--- src/rtl/aple_pkg.sv ---
package aple_pkg;

  localparam int unsigned DefValueWidth = 32;
  localparam int unsigned AnswerWidth   = 32;
  localparam int unsigned StatusWidth   = 2;
  localparam int unsigned QueueDepth    = 2;

  typedef enum logic [1:0] {
    SCAN_START   = 2'd0,
    SCAN_NUMBER  = 2'd1,
    SCAN_KEYWORD = 2'd2,
    SCAN_SKIP    = 2'd3
  } scan_mode_e;

  typedef enum logic [2:0] {
    OP_NONE = 3'd0,
    OP_ADD  = 3'd1,
    OP_SUB  = 3'd2,
    OP_MUL  = 3'd3,
    OP_REM  = 3'd4,
    OP_DIV  = 3'd5
  } op_code_e;

  typedef enum logic [1:0] {
    ST_OK      = 2'd0,
    ST_MALFORM = 2'd1,
    ST_DIVZERO = 2'd2
  } status_e;

  typedef enum logic [1:0] {
    EV_IDLE = 2'd0,
    EV_MUL  = 2'd1,
    EV_DIV  = 2'd2,
    EV_OUT  = 2'd3
  } eval_state_e;

  localparam logic signed [AnswerWidth-1:0] ErrAnswer = -32'sd10000;

  // keyword letter at position p, uppercase ASCII; zero past the end
  function automatic logic [7:0] kw_letter(input logic [1:0] k, input logic [3:0] p);
    logic [71:0] w;
    logic [3:0]  n;
    logic [7:0]  l;
    unique case (k)
      2'd0: begin w = 72'("ADD"); n = 4'd3; end
      2'd1: begin w = 72'("SUBSTRACT"); n = 4'd9; end
      2'd2: begin w = 72'("DIVIDE"); n = 4'd6; end
      default: begin w = 72'("MULTIPLE"); n = 4'd8; end
    endcase
    l = 8'h00;
    if (p < n) l = w[8*(n-p-4'd1) +: 8];
    return l;
  endfunction

  function automatic logic [3:0] kw_len(input logic [1:0] k);
    logic [3:0] n;
    unique case (k)
      2'd0: n = 4'd3;
      2'd1: n = 4'd9;
      2'd2: n = 4'd6;
      default: n = 4'd8;
    endcase
    return n;
  endfunction

  function automatic op_code_e kw_op(input logic [1:0] k);
    op_code_e o;
    unique case (k)
      2'd0: o = OP_ADD;
      2'd1: o = OP_SUB;
      2'd2: o = OP_DIV;
      default: o = OP_MUL;
    endcase
    return o;
  endfunction

  // statement handed from lexer to evaluator
  typedef struct packed {
    logic       ok_form;
    op_code_e   op;
  } stmt_hdr_t;

endpackage

--- src/rtl/aple_lexer.sv ---
module aple_lexer #(
  parameter int unsigned ValueWidth = aple_pkg::DefValueWidth
) (
  input  logic                  clk_i,
  input  logic                  rst_ni,
  input  logic                  in_valid_i,
  output logic                  in_stall_o,
  input  logic [7:0]            char_code_i,
  input  logic                  final_char_i,
  output logic                  st_valid_o,
  input  logic                  st_stall_i,
  output aple_pkg::stmt_hdr_t   st_hdr_o,
  output logic [ValueWidth-1:0] st_a_o,
  output logic [ValueWidth-1:0] st_b_o
);

  localparam logic [ValueWidth-1:0] ValMax = {1'b0, {(ValueWidth-1){1'b1}}};

  aple_pkg::scan_mode_e  mode_q, mode_d;
  logic [1:0]            ksel_q, ksel_d;
  logic [3:0]            kpos_q, kpos_d;
  logic [ValueWidth-1:0] acc_q, acc_d;
  logic [1:0]            cnt_q, cnt_d;
  logic [2:0]            isop_q, isop_d;
  logic [ValueWidth-1:0] tv_q [3];
  logic [ValueWidth-1:0] tv_d [3];

  logic                  acc_ok;
  logic [ValueWidth+3:0] acc_x10;
  logic                  take;

  assign in_stall_o = st_valid_o & st_stall_i;
  assign take       = in_valid_i & ~in_stall_o;

  function automatic logic is_alpha(input logic [7:0] c);
    return (c >= "A" && c <= "Z") || (c >= "a" && c <= "z");
  endfunction

  always_comb begin
    logic [7:0] c, u;
    logic [3:0] d;
    logic       start;
    logic       push_op, push_num;
    logic [ValueWidth-1:0] pv;
    mode_d = mode_q; ksel_d = ksel_q; kpos_d = kpos_q; acc_d = acc_q;
    cnt_d = cnt_q; isop_d = isop_q;
    for (int i = 0; i < 3; i++) tv_d[i] = tv_q[i];
    c = char_code_i;
    u = (c >= "a" && c <= "z") ? c - 8'd32 : c;
    d = c[3:0];
    start = 1'b0; push_op = 1'b0; push_num = 1'b0; pv = '0;
    acc_x10 = {4'd0, acc_q} * (ValueWidth+4)'(10) + (ValueWidth+4)'(d);
    acc_ok  = acc_x10 <= {4'd0, ValMax};

    unique case (mode_q)
      aple_pkg::SCAN_NUMBER: begin
        if (c >= "0" && c <= "9") begin
          acc_d = acc_ok ? acc_x10[ValueWidth-1:0] : ValMax;
        end else begin
          push_num = 1'b1;
          start = 1'b1;
        end
      end
      aple_pkg::SCAN_KEYWORD: begin
        if (kpos_q < aple_pkg::kw_len(ksel_q) && u == aple_pkg::kw_letter(ksel_q, kpos_q)) begin
          kpos_d = kpos_q + 4'd1;
          if (kpos_d >= aple_pkg::kw_len(ksel_q)) begin
            push_op = 1'b1;
            pv = ValueWidth'(aple_pkg::kw_op(ksel_q));
            mode_d = aple_pkg::SCAN_START;
          end
        end else if (is_alpha(c)) begin
          mode_d = aple_pkg::SCAN_SKIP;
        end else begin
          start = 1'b1;
        end
      end
      aple_pkg::SCAN_SKIP: start = !is_alpha(c);
      default: start = 1'b1;
    endcase

    // a number token is pushed before the new start token
    if (push_num && cnt_d < 2'd3) begin
      isop_d[cnt_d] = 1'b0; tv_d[cnt_d] = acc_q; cnt_d = cnt_d + 2'd1;
    end
    if (start) begin
      mode_d = aple_pkg::SCAN_START;
      priority if (c == "+" || c == "-" || c == "x" || c == "%" || c == "/") begin
        push_op = 1'b1;
        pv = ValueWidth'(c == "+" ? aple_pkg::OP_ADD : c == "-" ? aple_pkg::OP_SUB :
             c == "x" ? aple_pkg::OP_MUL : c == "%" ? aple_pkg::OP_REM : aple_pkg::OP_DIV);
      end else if (u == "A" || u == "S" || u == "D" || u == "M") begin
        ksel_d = (u == "A") ? 2'd0 : (u == "S") ? 2'd1 : (u == "D") ? 2'd2 : 2'd3;
        kpos_d = 4'd1;
        mode_d = aple_pkg::SCAN_KEYWORD;
      end else if (c >= "0" && c <= "9") begin
        acc_d = ValueWidth'(d);
        mode_d = aple_pkg::SCAN_NUMBER;
      end else if (is_alpha(c)) begin
        mode_d = aple_pkg::SCAN_SKIP;
      end else begin
        // white space and other bytes leave the scanner at token start
        mode_d = aple_pkg::SCAN_START;
      end
    end
    if (push_op && cnt_d < 2'd3) begin
      isop_d[cnt_d] = 1'b1; tv_d[cnt_d] = pv; cnt_d = cnt_d + 2'd1;
    end
    if (final_char_i && mode_d == aple_pkg::SCAN_NUMBER && cnt_d < 2'd3) begin
      isop_d[cnt_d] = 1'b0; tv_d[cnt_d] = acc_d; cnt_d = cnt_d + 2'd1;
    end
  end

  // statement record built from the next-state tokens
  aple_pkg::stmt_hdr_t hdr;
  logic [ValueWidth-1:0] a_v, b_v, op_v;
  always_comb begin
    hdr.ok_form = 1'b0;
    a_v = tv_d[1]; b_v = tv_d[2]; op_v = tv_d[0];
    if (cnt_d == 2'd3 && isop_d == 3'b010) begin
      hdr.ok_form = 1'b1; a_v = tv_d[0]; op_v = tv_d[1]; b_v = tv_d[2];
    end else if (cnt_d == 2'd3 && isop_d == 3'b001) begin
      hdr.ok_form = 1'b1;
    end
    hdr.op = (op_v >= ValueWidth'(aple_pkg::OP_ADD) && op_v <= ValueWidth'(aple_pkg::OP_DIV))
           ? aple_pkg::op_code_e'(op_v[2:0]) : aple_pkg::OP_NONE;
  end

  always_ff @(posedge clk_i or negedge rst_ni) begin
    if (!rst_ni) begin
      mode_q <= aple_pkg::SCAN_START; ksel_q <= '0; kpos_q <= '0; acc_q <= '0;
      cnt_q <= '0; isop_q <= '0; st_valid_o <= 1'b0;
      for (int i = 0; i < 3; i++) tv_q[i] <= '0;
    end else begin
      if (take && final_char_i) begin
        st_valid_o <= 1'b1;
      end else if (!st_stall_i) begin
        st_valid_o <= 1'b0;
      end
      if (take) begin
        if (final_char_i) begin
          mode_q <= aple_pkg::SCAN_START; ksel_q <= '0; kpos_q <= '0; acc_q <= '0;
          cnt_q <= '0; isop_q <= '0;
          for (int i = 0; i < 3; i++) tv_q[i] <= '0;
        end else begin
          mode_q <= mode_d; ksel_q <= ksel_d; kpos_q <= kpos_d; acc_q <= acc_d;
          cnt_q <= cnt_d; isop_q <= isop_d;
          for (int i = 0; i < 3; i++) tv_q[i] <= tv_d[i];
        end
      end
    end
  end

  always_ff @(posedge clk_i) begin
    if (take && final_char_i) begin
      st_hdr_o <= hdr; st_a_o <= a_v; st_b_o <= b_v;
    end
  end

`ifndef SYNTH
  a_kw_pos: assert property (@(posedge clk_i) disable iff (!rst_ni)
    (mode_q == aple_pkg::SCAN_KEYWORD) |->
      (kpos_q != 4'd0 && kpos_q < aple_pkg::kw_len(ksel_q)))
    else $error("keyword position out of range");
  a_final_reset: assert property (@(posedge clk_i) disable iff (!rst_ni)
    (take && final_char_i) |=> (cnt_q == 2'd0 && mode_q == aple_pkg::SCAN_START))
    else $error("scan state not cleared after statement");
  a_hold: assert property (@(posedge clk_i) disable iff (!rst_ni)
    (st_valid_o && st_stall_i) |=> (st_valid_o && $stable(st_a_o) && $stable(st_b_o)))
    else $error("statement record changed while stalled");
`endif

endmodule

--- src/rtl/aple_queue.sv ---
module aple_queue #(
  parameter int unsigned ValueWidth = aple_pkg::DefValueWidth
) (
  input  logic                  clk_i,
  input  logic                  rst_ni,
  input  logic                  wr_valid_i,
  output logic                  wr_stall_o,
  input  aple_pkg::stmt_hdr_t   wr_hdr_i,
  input  logic [ValueWidth-1:0] wr_a_i,
  input  logic [ValueWidth-1:0] wr_b_i,
  output logic                  rd_valid_o,
  input  logic                  rd_stall_i,
  output aple_pkg::stmt_hdr_t   rd_hdr_o,
  output logic [ValueWidth-1:0] rd_a_o,
  output logic [ValueWidth-1:0] rd_b_o
);

  localparam int unsigned Depth = aple_pkg::QueueDepth;
  localparam int unsigned Aw    = $clog2(Depth);
  localparam int unsigned EntW  = $bits(aple_pkg::stmt_hdr_t) + 2 * ValueWidth;

  logic [EntW-1:0] mem_q [Depth];
  logic [Aw-1:0]   wp_q, rp_q;
  logic [Aw:0]     fill_q;
  logic            wr, rd;

  assign wr_stall_o = (fill_q == (Aw+1)'(Depth));
  assign rd_valid_o = (fill_q != '0);
  assign wr = wr_valid_i & ~wr_stall_o;
  assign rd = rd_valid_o & ~rd_stall_i;
  assign {rd_hdr_o, rd_a_o, rd_b_o} = mem_q[rp_q];

  always_ff @(posedge clk_i) begin
    if (wr) mem_q[wp_q] <= {wr_hdr_i, wr_a_i, wr_b_i};
  end

  always_ff @(posedge clk_i or negedge rst_ni) begin
    if (!rst_ni) begin
      wp_q <= '0; rp_q <= '0; fill_q <= '0;
    end else begin
      if (wr) wp_q <= wp_q + 1'b1;
      if (rd) rp_q <= rp_q + 1'b1;
      fill_q <= fill_q + (Aw+1)'(wr) - (Aw+1)'(rd);
    end
  end

`ifndef SYNTH
  a_fill: assert property (@(posedge clk_i) disable iff (!rst_ni)
    fill_q <= (Aw+1)'(Depth)) else $error("queue overfill");
  a_count: assert property (@(posedge clk_i) disable iff (!rst_ni)
    (wr && !rd) |=> fill_q == $past(fill_q) + 1'b1) else $error("queue count slip");
  a_count_dn: assert property (@(posedge clk_i) disable iff (!rst_ni)
    (rd && !wr) |=> fill_q == $past(fill_q) - 1'b1) else $error("queue count slip");
`endif

endmodule

--- src/rtl/aple_eval.sv ---
module aple_eval #(
  parameter int unsigned ValueWidth = aple_pkg::DefValueWidth
) (
  input  logic                  clk_i,
  input  logic                  rst_ni,
  input  logic                  st_valid_i,
  output logic                  st_stall_o,
  input  aple_pkg::stmt_hdr_t   st_hdr_i,
  input  logic [ValueWidth-1:0] st_a_i,
  input  logic [ValueWidth-1:0] st_b_i,
  output logic                  out_valid_o,
  input  logic                  out_stall_i,
  output logic signed [aple_pkg::AnswerWidth-1:0] answer_o,
  output logic [aple_pkg::StatusWidth-1:0]       status_o
);

  localparam int unsigned Cw = $clog2(ValueWidth + 1);
  localparam int unsigned Aw = aple_pkg::AnswerWidth;
  localparam int unsigned Hw = ValueWidth / 2;
  localparam int unsigned Lw = ValueWidth - Hw;

  aple_pkg::eval_state_e state_q, state_d;
  aple_pkg::op_code_e    op_q;
  logic [ValueWidth-1:0] a_q, b_q, res_q, rem_q, quo_q;
  logic [Cw-1:0]         cnt_q;
  logic [2*ValueWidth-1:0] p_lo_q, p_hi_q;
  logic                  ph_q;
  logic                  take, done_fire;
  logic [ValueWidth:0]   trial;
  logic [ValueWidth-1:0] rem_sh;
  logic                  out_free;

  assign out_free  = ~out_valid_o | ~out_stall_i;
  assign st_stall_o = (state_q != aple_pkg::EV_IDLE);
  assign take      = st_valid_i & ~st_stall_o;
  assign done_fire = (state_q == aple_pkg::EV_OUT) & out_free;

  assign rem_sh = {rem_q[ValueWidth-2:0], quo_q[ValueWidth-1]};
  assign trial  = {1'b0, rem_sh} - {1'b0, b_q};

  always_comb begin
    state_d = state_q;
    unique case (state_q)
      aple_pkg::EV_IDLE: begin
        if (take && st_hdr_i.ok_form && st_hdr_i.op == aple_pkg::OP_MUL) begin
          state_d = aple_pkg::EV_MUL;
        end else if (take && st_hdr_i.ok_form && st_b_i != '0 &&
                     (st_hdr_i.op == aple_pkg::OP_DIV || st_hdr_i.op == aple_pkg::OP_REM)) begin
          state_d = aple_pkg::EV_DIV;
        end else if (take) begin
          state_d = aple_pkg::EV_OUT;
        end
      end
      aple_pkg::EV_MUL: if (ph_q) state_d = aple_pkg::EV_OUT;
      aple_pkg::EV_DIV: if (cnt_q == Cw'(1)) state_d = aple_pkg::EV_OUT;
      default: if (out_free) state_d = aple_pkg::EV_IDLE;
    endcase
  end

  logic [Aw-1:0] ans_v;
  logic [1:0]    sts_v;
  always_comb begin
    logic [ValueWidth-1:0] r;
    r = res_q;
    unique case (op_q)
      aple_pkg::OP_MUL: r = p_lo_q[ValueWidth-1:0] + {p_hi_q[ValueWidth-1-Lw:0], {Lw{1'b0}}};
      aple_pkg::OP_DIV: r = quo_q;
      aple_pkg::OP_REM: r = rem_q;
      default: r = res_q;
    endcase
    // res_q holds the status code only for rejected statements
    sts_v = (op_q == aple_pkg::OP_NONE) ? res_q[1:0] : 2'(aple_pkg::ST_OK);
    if (sts_v != 2'(aple_pkg::ST_OK)) ans_v = aple_pkg::ErrAnswer;
    else ans_v = Aw'($signed(r));
  end

  always_ff @(posedge clk_i or negedge rst_ni) begin
    if (!rst_ni) begin
      state_q <= aple_pkg::EV_IDLE; out_valid_o <= 1'b0;
    end else begin
      state_q <= state_d;
      if (done_fire) out_valid_o <= 1'b1;
      else if (!out_stall_i) out_valid_o <= 1'b0;
    end
  end

  always_ff @(posedge clk_i) begin
    if (done_fire) begin
      answer_o <= ans_v; status_o <= sts_v;
    end
    unique case (state_q)
      aple_pkg::EV_IDLE: if (take) begin
        a_q <= st_a_i; b_q <= st_b_i; op_q <= st_hdr_i.op;
        cnt_q <= Cw'(ValueWidth); ph_q <= 1'b0;
        rem_q <= '0; quo_q <= st_a_i;
        if (!st_hdr_i.ok_form || st_hdr_i.op == aple_pkg::OP_NONE) begin
          op_q <= aple_pkg::OP_NONE; res_q <= ValueWidth'(aple_pkg::ST_MALFORM);
        end else if ((st_hdr_i.op == aple_pkg::OP_DIV || st_hdr_i.op == aple_pkg::OP_REM)
                     && st_b_i == '0) begin
          op_q <= aple_pkg::OP_NONE; res_q <= ValueWidth'(aple_pkg::ST_DIVZERO);
        end else if (st_hdr_i.op == aple_pkg::OP_ADD) begin
          res_q <= st_a_i + st_b_i;
        end else if (st_hdr_i.op == aple_pkg::OP_SUB) begin
          res_q <= st_a_i - st_b_i;
        end else begin
          res_q <= '0;
        end
      end
      aple_pkg::EV_MUL: begin
        // two half-width partial products, low half of b first, then high half
        if (!ph_q) p_lo_q <= (2*ValueWidth)'(a_q) * (2*ValueWidth)'(b_q[Lw-1:0]);
        else p_hi_q <= (2*ValueWidth)'(a_q) * (2*ValueWidth)'(b_q[ValueWidth-1:Lw]);
        ph_q <= 1'b1;
      end
      aple_pkg::EV_DIV: begin
        // restoring division, one quotient bit a cycle
        cnt_q <= cnt_q - Cw'(1);
        if (!trial[ValueWidth]) begin
          rem_q <= trial[ValueWidth-1:0];
          quo_q <= {quo_q[ValueWidth-2:0], 1'b1};
        end else begin
          rem_q <= rem_sh;
          quo_q <= {quo_q[ValueWidth-2:0], 1'b0};
        end
      end
      default: ;
    endcase
    if (state_q != aple_pkg::EV_IDLE && op_q != aple_pkg::OP_NONE && state_d == aple_pkg::EV_OUT
        && state_q != aple_pkg::EV_OUT && (op_q == aple_pkg::OP_MUL ||
        op_q == aple_pkg::OP_DIV || op_q == aple_pkg::OP_REM)) begin
      res_q <= '0;
    end
  end

`ifndef SYNTH
  a_out_hold: assert property (@(posedge clk_i) disable iff (!rst_ni)
    (out_valid_o && out_stall_i) |=> (out_valid_o && $stable(answer_o)))
    else $error("result changed while stalled");
  a_err_ans: assert property (@(posedge clk_i) disable iff (!rst_ni)
    (out_valid_o && status_o != 2'(aple_pkg::ST_OK)) |-> answer_o == aple_pkg::ErrAnswer)
    else $error("error answer wrong");
  a_busy: assert property (@(posedge clk_i) disable iff (!rst_ni)
    (state_q != aple_pkg::EV_IDLE) |-> st_stall_o) else $error("evaluator took while busy");
`endif

endmodule

--- src/rtl/arithmetic_phrase_lexer_evaluator_core.sv ---
// Flow: a statement's record is registered in the lexer, held in the queue and evaluated; add,
//   subtract and errors go straight to output, multiply passes the partial-product phases.
// Throughput: one character per cycle; the evaluator takes one statement at a time and its
//   bit-serial divider sets the statement rate; a 2-entry queue hides short gaps, and
//   characters stall while a finished statement waits on a full queue.
// Reset: rst_ni is asynchronous, active low; clears scan state, tokens, queue pointers and valid flags.
module arithmetic_phrase_lexer_evaluator_core #(
  parameter int unsigned VALUE_WIDTH = aple_pkg::DefValueWidth
) (
  input  logic        clk_i,
  input  logic        rst_ni,
  input  logic        valid_i,
  output logic        stall_o,
  input  logic [7:0]  char_code_i,
  input  logic        final_char_i,
  output logic        valid_o,
  input  logic        stall_i,
  output logic signed [31:0] answer_o,
  output logic [1:0]  status_o
);

  // lexer -> queue -> evaluator
  logic                   lx_valid, lx_stall, q_valid, q_stall;
  aple_pkg::stmt_hdr_t    lx_hdr, q_hdr;
  logic [VALUE_WIDTH-1:0] lx_a, lx_b, q_a, q_b;

  aple_lexer #(.ValueWidth(VALUE_WIDTH)) u_lexer (
    .clk_i, .rst_ni,
    .in_valid_i(valid_i), .in_stall_o(stall_o),
    .char_code_i, .final_char_i,
    .st_valid_o(lx_valid), .st_stall_i(lx_stall),
    .st_hdr_o(lx_hdr), .st_a_o(lx_a), .st_b_o(lx_b)
  );

  aple_queue #(.ValueWidth(VALUE_WIDTH)) u_queue (
    .clk_i, .rst_ni,
    .wr_valid_i(lx_valid), .wr_stall_o(lx_stall),
    .wr_hdr_i(lx_hdr), .wr_a_i(lx_a), .wr_b_i(lx_b),
    .rd_valid_o(q_valid), .rd_stall_i(q_stall),
    .rd_hdr_o(q_hdr), .rd_a_o(q_a), .rd_b_o(q_b)
  );

  aple_eval #(.ValueWidth(VALUE_WIDTH)) u_eval (
    .clk_i, .rst_ni,
    .st_valid_i(q_valid), .st_stall_o(q_stall),
    .st_hdr_i(q_hdr), .st_a_i(q_a), .st_b_i(q_b),
    .out_valid_o(valid_o), .out_stall_i(stall_i),
    .answer_o, .status_o
  );

endmodule

--- config.mk ---
export PLATFORM = sky130hd
export DESIGN_NAME = arithmetic_phrase_lexer_evaluator_core
export DESIGN_NICKNAME = d
export VERILOG_FILES = /design/src/rtl/aple_pkg.sv /design/src/rtl/aple_lexer.sv /design/src/rtl/aple_queue.sv /design/src/rtl/aple_eval.sv /design/src/rtl/arithmetic_phrase_lexer_evaluator_core.sv
export SDC_FILE = /design/constraint.sdc
export NUM_CORES = 2
export LEC_CHECK = 0
export BUFFER_PORTS_ARGS = -buffer_cell sky130_fd_sc_hd__buf_2
export CAP_MARGIN = 20
export CORE_MARGIN = 5
export CORE_UTILIZATION = 41
export DETAILED_ROUTE_END_ITERATION = 7
export GPL_TIMING_DRIVEN = 0
export PLACE_DENSITY = 0.65
export SETUP_SLACK_MARGIN = 0.15
export SLEW_MARGIN = 25
export SYNTH_ARGS = -nofsm -noshare
export SYNTH_HDL_FRONTEND = slang
export SYNTH_SLANG_ARGS = --single-unit
--- constraint.sdc ---
create_clock -name clk_i -period 12.6 [get_ports clk_i]
set_clock_uncertainty 0.2 [all_clocks]
set_input_delay 1.89 -clock clk_i [delete_from_list [all_inputs] [get_ports clk_i]]
set_output_delay 1.89 -clock clk_i [all_outputs]
set_load 0.05 [all_outputs]
==> impl_metrics.env <==
export IMPL_grt_setup_unrepaired="no"
export IMPL_yosys_area_share_simple_pct=14.95
export IMPL_initial_core_util_pct=41.25
export IMPL_synth_edf_count=424
export IMPL_cp_start_kind="flop"
export IMPL_postCtsSetupRepairBufs=0
export IMPL_synthFlopType="edfxtp_1"
export IMPL_drt_first_pass_iters=6
export IMPL_setup_viol=0
export IMPL_netlist_area_um2=50990
export IMPL_cts_sink_count=605
export IMPL_core_rowCount=129
export IMPL_fin_nets=6147
export IMPL_die_w_um=362.7
export IMPL_criticalPathCategory="flop to flop"
export IMPL_top_layer="met4"
export IMPL_routed_wl_met3_mm=12.40
export IMPL_synth_seq_cells=605
export IMPL_synth_area_leaders="edfxtp_1 (25%), fa_1 (15%), ha_1 (7.9%)"
export IMPL_ant_nets=0
export IMPL_min_path_cells=0
export IMPL_syn_avg_cell_area_um2=9.616
export IMPL_synth_compound_area_share_pct=14.01
export IMPL_critPathMaxStageDelay_ns=0.62
export IMPL_postCtsHoldBufs=0
export IMPL_hp_start="u_lexer.st_hdr_o[2]"
export IMPL_wire_per_inst_um=23.57
export IMPL_hold_class="flop to flop"
export IMPL_status="complete, no violations"
export IMPL_cts_tree="built"
export IMPL_yosysTopAreaCell="edfxtp_1"
export IMPL_synth_commonest_cells="nand2_1 (684), inv_1 (605), edfxtp_1 (424)"
export IMPL_synth_most_common_cell="nand2_1"
export IMPL_synthArstFlopShare_pct=24.63
export IMPL_grt_pass1_vias=40359
export IMPL_m1WireLength_mm=68.92
export IMPL_io_pins=49
export IMPL_gr_total_overflow=0
export IMPL_synthDistinctLibCells=126
export IMPL_yosysTopAreaCellShare_pct=24.97
export IMPL_vias=40614
export IMPL_drive_gt1_share_pct=5.810
export IMPL_antenna_found_initial=4
export IMPL_yosys_warnings=0
export IMPL_drcViolationCount=0
export IMPL_clock_latency_ns=0.67
export IMPL_syn_inst=5303
export IMPL_r2r_setup_slack_ns=2.12
export IMPL_wl_mm=167.7
export IMPL_hold_end="u_queue.mem_q[1][66]"
export IMPL_portBuffers=46
export IMPL_seq_area_frac_synth_pct=33.54
export IMPL_period_minus_slack_ns=10.48
export IMPL_setup_slack_ns=2.124
export IMPL_drt_iter0_drc=3483
export IMPL_dp_cells=6997
export IMPL_drv_slew=0
export IMPL_syn2layout_area_growth_pct=9.098
export IMPL_required_ns=12.84
export IMPL_met2_length_mm=77.81
export IMPL_grt_pass1_wl_mm=252.8
export IMPL_max_freq_ghz=0.09545
export IMPL_die_area_um2=131500
export IMPL_syn_nets=6028
export IMPL_grt_max_degree=81
export IMPL_ctsHtreeMaxLevel=2
export IMPL_relSlewSlack_pct=28.92
export IMPL_avgViaCountPerCell=5.710
export IMPL_final_hold_viol_count=0
export IMPL_cp_data_arrival_time_ns=10.71
export IMPL_setup_tns_ns=0
export IMPL_synthAdderAreaFrac_pct=23.23
export IMPL_synth_xor_area_share_pct=3.496
export IMPL_post_place_ws_ns=2.531
export IMPL_fin_crit_sh_pct=83.15
export IMPL_ctsLongestPathBuffers=3
export IMPL_worstMarginPinSlew_ns=1.066
export IMPL_instances_no_fill=7113
export IMPL_core_um2=123600
export IMPL_clkTransAtPathRegs_ns=0.07
export IMPL_synth_top_family_by_area="adder cells"
export IMPL_die_h_um=362.7
export IMPL_cp_slowest_cell="nand4_1"
export IMPL_rr_worst_depth=32
export IMPL_place_gp_congestion=0.9895
export IMPL_regToRegStartpoint="u_lexer.ksel_q[1]"
export IMPL_root_buffer="clkbuf_16"
export IMPL_critical_path_peak_fanout=10
export IMPL_groute_usage_overall_pct=25.05
export IMPL_post_cts_resize_count=0
export IMPL_max_cap_violations=0
export IMPL_muxShareOfSynthArea_pct=4.154
export IMPL_r2r_end="u_lexer.st_hdr_o[2]"
export IMPL_hpwl_mm=132.8
export IMPL_endpoint_kind="flop"
export IMPL_cts_buffers=60
placed cells by master, fill, tap and decap left out, drive strengths merged, types with 47 or more instances in the layout:
cell / count
nand2: 687
inv: 613
edfxtp: 424
fa: 391
nor2: 376
ha: 321
clkbuf: 312
a21oi: 292
o21ai: 200
and2: 176
dfrtp: 149
mux2i: 146
xnor2: 144
buf: 97
nor3: 75
nand3: 75
a22o: 70
mux2: 58
xor2: 57
o22ai: 49
o211ai: 47
metal layers:
| layer | track usage [%] | vias up |
|---|---|---|
| li1 | - | 18422 |
| met1 | 32.96 | 20259 |
| met2 | 41.16 | 1590 |
| met3 | 3.881 | 343 |
| met4 | 10.99 | 0 |
| met5 | 0 | - |
worst max-delay path by stage:
| stage | startpoint | endpoint | slack (ns) | cells past startpoint |
|---|---|---|---|---|
| 5_1_grt | u_lexer.ksel_q[1] | u_lexer.st_hdr_o[2] | 1.82 | 32 |
| 3_5_place_dp | u_lexer.ksel_q[1] | u_lexer.st_hdr_o[2] | 2.53 | 32 |
| 2_1_floorplan | char_code_i[3] | u_lexer.st_hdr_o[2] | 4.90 | 24 |
| 3_3_place_gp | char_code_i[3] | u_lexer.st_hdr_o[2] | 2.14 | 24 |
| 4_1_cts | u_lexer.ksel_q[1] | u_lexer.st_hdr_o[2] | 2.44 | 32 |
| 6_report | u_lexer.ksel_q[1] | u_lexer.st_hdr_o[2] | 2.12 | 32 |
stage by stage:
step                      util [%]  hold WS, ns  instance area (um^2)
after detailed placement     43.38       0.2290                 53630
final                        45.00       0.2393                 55630
after global placement       43.09       0.2243                 53270
after CTS                    44.99       0.2392                 55620
after floorplan                  -       0.2215                 50990
after global routing         44.99       0.2546                 55630
flip-flops by register name, summed over array words and instances (netlist names), 3 cells and up:
register / cells
u_eval.cnt_q: 6
u_eval.rem_q: 32
u_eval.answer_o: 32
u_eval.p_lo_q: 32
u_queue.mem_q: 136
u_eval.p_hi_q: 16
u_eval.op_q: 3
u_lexer.isop_q: 3
u_lexer.st_a_o: 32
u_eval.a_q: 32
u_eval.b_q: 32
u_lexer.acc_q: 32
u_lexer.st_hdr_o: 4
u_lexer.tv_q: 96
u_eval.res_q: 32
u_eval.quo_q: 32
u_lexer.kpos_q: 4
u_lexer.st_b_o: 32
cell type report:
type / instances / area (um^2)
Buffer: 274 / 1104
Clock inverter: 34 / 325.3
Sequential cell: 605 / 17100
Clock buffer: 79 / 1663
Fill cell: 11859 / 68000
Inverter: 606 / 2277
Tap cell: 1637 / 2048
Timing Repair Buffer: 57 / 513.0
Antenna cell: 3 / 7.507
Multi-Input combinational cell: 3818 / 30590
cells by family (layout without fill, tap and decap cells):
logic type	after synthesis	in the layout
simple gates	1642	1642
compound gates	1058	1058
buf+inv	880	1050
fa+ha+maj	712	712
flops	605	605
mux	204	204
xor+xnor	202	202
other cells	0	3
worst max-delay path: cells and delay by family, from the launching register on:
family                   cells  cell delay [ns]
flip-flops                   1             0.42
buffers and inverters        7             1.58
AO/OA/AOI/OAI                7             2.05
AND/OR/NAND/NOR             11             3.89
multiplexers                 1             0.34
adder cells (fa/ha/maj)      5             1.25
XOR/XNOR                     1             0.51
Power is left out: the tool's default activity adds up to more than one toggle a clock period on the data nets, which glitch-free logic cannot reach.
